[src/hw/rtl/rtyc_pkg.sv]
// Shared types, constants and coefficient helper for the RGB to YUV chroma subsampler.
// No dependencies.
package rtyc_pkg;

	localparam int MAX_WIDTH_DEF      = 2048;
	localparam int COEF_FRAC_BITS_DEF = 16;
	localparam int ROW_LIMIT          = 4096;
	localparam int ROW_W              = 12;
	localparam int GSUM_W             = 10;
	localparam int CFG_DATA_W         = 13;
	localparam int CFG_IDX_W          = 2;

	typedef struct packed {
		logic [7:0] y;
		logic [7:0] u;
		logic [7:0] v;
	} yuv_t;

	// coef * 1e-5 scaled by 2^frac, halves rounded away from zero (k > 0)
	function automatic longint coef(input longint k, input int frac);
		return ((k <<< frac) + 64'sd50000) / 64'sd100000;
	endfunction

endpackage

[src/hw/rtl/rtyc_csc.sv]
// Color space conversion: RGB to clamped Y, U+128, V+128 with fixed-point coefficients.
// Depends on rtyc_pkg.
module rtyc_csc #(
	parameter int COEF_FRAC_BITS = rtyc_pkg::COEF_FRAC_BITS_DEF
) (
	input  logic [7:0]   red,
	input  logic [7:0]   green,
	input  logic [7:0]   blue,
	output rtyc_pkg::yuv_t yuv
);
	import rtyc_pkg::*;

	localparam int SW = COEF_FRAC_BITS + 12;

	localparam logic signed [SW-1:0] CY_R = SW'(coef(29900, COEF_FRAC_BITS));
	localparam logic signed [SW-1:0] CY_G = SW'(coef(58700, COEF_FRAC_BITS));
	localparam logic signed [SW-1:0] CY_B = SW'(coef(11400, COEF_FRAC_BITS));
	localparam logic signed [SW-1:0] CU_R = SW'(-coef(14713, COEF_FRAC_BITS));
	localparam logic signed [SW-1:0] CU_G = SW'(-coef(28886, COEF_FRAC_BITS));
	localparam logic signed [SW-1:0] CU_B = SW'(coef(43600, COEF_FRAC_BITS));
	localparam logic signed [SW-1:0] CV_R = SW'(coef(61500, COEF_FRAC_BITS));
	localparam logic signed [SW-1:0] CV_G = SW'(-coef(51499, COEF_FRAC_BITS));
	localparam logic signed [SW-1:0] CV_B = SW'(-coef(10001, COEF_FRAC_BITS));

	function automatic logic [7:0] clamp8(input logic signed [11:0] val);
		if (val < 12'sd0) begin
			return 8'd0;
		end else if (val > 12'sd255) begin
			return 8'd255;
		end
		return val[7:0];
	endfunction

	logic signed [SW-1:0] rx, gx, bx;
	logic signed [SW-1:0] sy, su, sv;
	logic signed [SW-1:0] fy, fu, fv;

	assign rx = $signed({{(SW-8){1'b0}}, red});
	assign gx = $signed({{(SW-8){1'b0}}, green});
	assign bx = $signed({{(SW-8){1'b0}}, blue});

	assign sy = CY_R * rx + CY_G * gx + CY_B * bx;
	assign su = CU_R * rx + CU_G * gx + CU_B * bx;
	assign sv = CV_R * rx + CV_G * gx + CV_B * bx;

	// arithmetic shift floors
	assign fy = sy >>> COEF_FRAC_BITS;
	assign fu = su >>> COEF_FRAC_BITS;
	assign fv = sv >>> COEF_FRAC_BITS;

	assign yuv.y = clamp8(fy[11:0]);
	assign yuv.u = clamp8(fu[11:0] + 12'sd128);
	assign yuv.v = clamp8(fv[11:0] + 12'sd128);

endmodule

[config.mk]
export PLATFORM = sky130hd
export DESIGN_NAME = rtyc_csc
export DESIGN_NICKNAME = d
export VERILOG_FILES = /design/src/hw/rtl/rtyc_pkg.sv /design/src/hw/rtl/rtyc_csc.sv
export SDC_FILE = /design/constraint.sdc
export NUM_CORES = 1
export LEC_CHECK = 0
export BUFFER_PORTS_ARGS = -buffer_cell sky130_fd_sc_hd__buf_2
export CORE_MARGIN = 10
export CORE_UTILIZATION = 25
export DETAILED_ROUTE_END_ITERATION = 12
export GPL_ROUTABILITY_DRIVEN = 0
export PLACE_DENSITY = 0.4
export RECOVER_POWER = 25
export SYNTH_ARGS = -nofsm -noshare
export SYNTH_HDL_FRONTEND = slang
export SYNTH_SLANG_ARGS = --single-unit
[constraint.sdc]
create_clock -name vclk -period 8.11
set_input_delay 0.4055 -clock vclk [all_inputs]
set_output_delay 0.4055 -clock vclk [all_outputs]
set_load 0.01 [all_outputs]
==> results of run 1 <==
stage by stage:
stage          std cells  hold slack [ns]  util, %
3_5_place_dp        3732             1.93     31.3
4_1_cts             3767             1.93     32.6
5_1_grt             3775             2.02     33.5
2_1_floorplan       2197             1.33        -
6_report            3776             1.97     33.5
3_3_place_gp        3732             1.91     31.3
metal layers:
metal  vias to the layer above  global-route usage, %  routed length (um)
met3                        39                  0.678                1240
met5                         -                      0                  13
met1                      8106                   20.0               32800
li1                       7931                      -                   -
met4                         2                   1.79                1260
met2                       142                   24.9               32300
layout make-up:
class / count / area (um2)
multi-input cells: 1529 / 19100
inverters: 663 / 2490
repair buffers: 523 / 4010
fillers: 8359 / 53600
diodes: 1 / 2.50
well taps: 1060 / 1330
cells in the mapped netlist, types with 3 or more instances:
cell,number,area share (%)
nand2b_1,14,0.43
nand3_1,18,0.44
a21oi_2,4,0.17
or3_1,6,0.18
o21a_1,11,0.41
nor4_1,4,0.12
o211ai_1,5,0.18
nor3_1,31,0.76
fa_1,383,38
nand4_1,5,0.15
and3_1,12,0.37
a211oi_1,10,0.37
or2_2,13,0.40
xnor2_1,77,3.3
o21bai_1,15,0.55
a21o_1,34,1.3
nor2b_1,17,0.52
a21oi_1,108,2.7
a41o_1,3,0.15
a31oi_1,11,0.34
clkbuf_1,4,0.074
xor2_1,56,2.4
o311ai_0,3,0.13
and2_1,8,0.25
inv_1,663,12
nor2_1,68,1.3
nand2_1,57,1.1
ha_1,457,28
o21ai_0,44,1.1
o2111ai_1,6,0.26
o41ai_1,4,0.17
logic make-up after synthesis:
family,Yosys count,share of synthesized area (%)
adder cells (fa/ha/maj),841,65.9
buffers and inverters,668,12.4
AO/OA/AOI/OAI,292,9.53
AND/OR/NAND/NOR,261,6.29
XOR/XNOR,134,5.81
multiplexers,1,0.0493
path summary, 6_finish.rpt:
| check | start | end | slack (ns) | cells after the start |
|---|---|---|---|---|
| max | blue[6] | yuv[13] | -0.73 | 34 |
| min | red[7] | yuv[21] | 1.97 | 8 |
worst max-delay path: cells and delay by family:
| kind | cells | cell delay (ns) |
|---|---|---|
| adder cells (fa/ha/maj) | 9 | 4.23 |
| AO/OA/AOI/OAI | 9 | 1.79 |
| buffers and inverters | 9 | 0.89 |
| AND/OR/NAND/NOR | 5 | 0.77 |
| XOR/XNOR | 2 | 0.36 |
what timing repair did:
| action | in CTS | in global routing |
|---|---|---|
| resized for setup | 156 | 129 |
| setup endpoints to repair | 24 | 24 |
| buffers inserted | 36 | 13 |
| pin swaps | 114 | 116 |
==> results.yml, run 1 <==
routing:
  wirelength_um: 67600
  dr.pass1.iters: 5
  drt-vias-per-instance: 4.30
  drtIter0Drc: 577
  wire_per_inst_um: 17.9
  drc: 0
  vias: 16200
  antenna_left: 0
worst_setup_path:
  cp-end-kind: "output pin"
  crit_type: "in2out"
  slowest_stage: "fa_2"
  startpoint_type: "input port"
  cp.arrival_ns: 8.44
  cp_max_fo: 8
  required_ns: 7.70
  timing.critical_path.mode_cell: "fa_1"
  cpPeakStageDelay_ns: 0.62
logic_synthesis:
  yosysWarnings: 0
  synthCells: 2197
  synth_nets: 3061
  syn_avg_cell_area_um2: 9.25
  yosysSeqAreaShare_pct: 0
  synth_area_um2: 20300
  synth_cell_types: 68
sta:
  setup_viol: 8
  fin_crit_sh_pct: 109
  slew_violations: 0
  hold_violations: 0
  period_needed_ns: 8.84
  max-slew-margin-rel_pct: 54.7
  tightest_slew_ns: 0.678
  rsz0062_at_grt: "yes"
  fmax_mhz: 113
  tns_ns: -5.77
  fin_ws_ns: -0.735
die:
  core.rowCount: 104
  coreArea_um2: 80500
  die_h_um: 305
  die_x_um: 305
  dieArea_um2: 93100
  io_pins: 48
  start_util_pct: 25.2
outcome:
  outcome: "finished, violations left"
  violations: "setup timing"
place:
  port_buffers: 48
  dp_hpwl_um: 61800
  place_worst_setup_slack_ns: -1.07
  place_area_um2: 25200
cells_and_area:
  seq_cell_count: 0
  area_growth_pct: 32.7
  drive_gt1_share_pct: 27.8
  final_common_cell: "inv_1"
  finalNetCount: 3581
  fin_area_um2: 27000
  n_clock_buffer: 0
  layout_common_cells: "inv_1, buf_4, ha_1"
  seqCellArea_um2: 0
clocking:
  ctsHoldBuffers: 0
global_routing:
  grt-ovfl-total: 0
  grt_use_total_pct: 14.4
  grt_max_degree: 14
  antenna_found_initial: 2
  grt_pass1_wl_um: 105000
  grt_pass1_vias: 17900
worst_hold_path:
  hp-class: "in2out"
flow_run:
  max_cap_viol_count: 0
Power of run 1 is left out: the tool's default activity adds up to more than one toggle a clock period on the data nets, which glitch-free logic cannot reach.
==> run 2: changes to the inputs <==
--- a/config.mk
+++ b/config.mk
@@ -7,10 +7,10 @@
 export LEC_CHECK = 0
 export BUFFER_PORTS_ARGS = -buffer_cell sky130_fd_sc_hd__buf_2
 export CORE_MARGIN = 10
-export CORE_UTILIZATION = 25
+export CORE_UTILIZATION = 50
 export DETAILED_ROUTE_END_ITERATION = 12
 export GPL_ROUTABILITY_DRIVEN = 0
-export PLACE_DENSITY = 0.4
+export PLACE_DENSITY = 0.69
 export RECOVER_POWER = 25
 export SYNTH_ARGS = -nofsm -noshare
 export SYNTH_HDL_FRONTEND = slang
==> run 2 against run 1 <==
The flow still finishes with violations (setup timing). Core utilization up 30 points. Global-route usage rose by 9.4 points. Maximum frequency is 0.34% lower. Via count increased by 2.6%. Die area is 47% lower. Setup slack got worse by 0.030 ns. Final cell count down 17%. Critical path depth unchanged. Routed wire length shrank 13%. Non-clock buffer count fell by 102. Hold slack improved by 0.021 ns. Largest cell class unchanged.
==> results.yml, run 2 (synthesis results as in run 1) <==
worst_hold_path:
  worstHoldPathCells: 7
  hp-class: "in2out"
  min_from: "green[7]"
worst_setup_path:
  slowest_stage: "fa_2"
  critPathLaunch: "blue[7]"
  crit_type: "in2out"
  cp_max_fo: 8
  cpPeakStageDelay_ns: 0.60
  timing.critical_path.mode_cell: "fa_1"
  cp-end-kind: "output pin"
  required_ns: 7.70
  crit_buf_inv: 7
  path_depth: 34
  cp.arrival_ns: 8.47
  startpoint_type: "input port"
  critical_path.top_delay_family: "adder cells"
sta:
  fin_ws_ns: -0.765
  rsz0062_at_grt: "yes"
  setup_viol: 8
  hold_violations: 0
  period_needed_ns: 8.88
  hold_slack_ns: 1.99
  tns_ns: -6.06
  fmax_mhz: 113
  tightest_slew_ns: 0.572
  slew_violations: 0
  fin_crit_sh_pct: 109
  max-slew-margin-rel_pct: 61.8
cells_and_area:
  layout_common_cells: "inv_1, ha_1, fa_1"
  area_growth_pct: 23.8
  finalNetCount: 3479
  drive_gt1_share_pct: 23.5
  final_common_cell: "inv_1"
  n_clock_buffer: 0
  fillers: 3189
  seq_cell_count: 0
  seqCellArea_um2: 0
die:
  start_util_pct: 50.9
  io_pins: 48
  dieArea_um2: 49100
  die_h_um: 222
  die_x_um: 222
  core.rowCount: 73
  coreArea_um2: 39900
routing:
  drc: 0
  drt-vias-per-instance: 5.30
  wire_per_inst_um: 18.8
  drtIter0Drc: 1005
  vias: 16600
  wirelength_um: 59200
  antenna_left: 0
  dr.pass1.iters: 5
global_routing:
  grt-ovfl-total: 0
  grt_pass1_vias: 18000
  grt_max_degree: 14
  antenna_found_initial: 2
  grt_pass1_wl_um: 94700
  grt_use_total_pct: 23.8
clocking:
  ctsHoldBuffers: 0
place:
  port_buffers: 48
  dp_hpwl_um: 53100
outcome:
  violations: "setup timing"
  outcome: "finished, violations left"
flow_run:
  max_cap_viol_count: 0
run 2: worst paths after layout:
check	slack [ns]	endpoint
worst max-delay path	-0.77	yuv[10]
worst min-delay path	1.99	yuv[23]
run 2: what timing repair did:
action / in CTS / in global routing
gates resized for setup: 111 / 109
pin swaps: 55 / 77
buffers inserted: 20 / 17
setup endpoints to repair: 24 / 24
run 2: layer usage:
layer | global-route usage, % | vias to the layer above | part of all wire, %
met5 | 0 | - | 0.024
met4 | 11.6 | 2 | 6.1
met3 | 2.82 | 150 | 6.4
met2 | 40.1 | 534 | 47
met1 | 29.8 | 8214 | 40
li1 | - | 7734 | -
run 2: tightest hold or removal path, cell delays in order:
cell and delay [ns]:
buf_2 0.12, buf_4 0.18, ha_1 0.16, o21bai_1 0.25
ha_1 0.24, or3_1 0.11, buf_2 0.12
run 2: stage by stage:
step                      instance area (um2)  cells  setup WS (ns)  utilization [%]
after floorplan                         20400   2197         -0.312                -
after CTS                               24500   3121         -0.610             61.3
after global placement                  23900   3103         -0.750             59.8
after global routing                    25200   3139          -1.02             63.0
after detailed placement                23900   3103         -0.965             59.8
final                                   25200   3139         -0.765             63.0
run 2: final cells by class:
class | instances | area, um2 | area share (%)
Antenna cell | 1 | 2.50 | 0.00995
Timing Repair Buffer | 421 | 3190 | 12.7
Inverter | 663 | 2500 | 9.92
Tap cell | 525 | 657 | 2.61
Multi-Input combinational cell | 1529 | 18800 | 74.8
Power of run 2 is left out for the same reason.
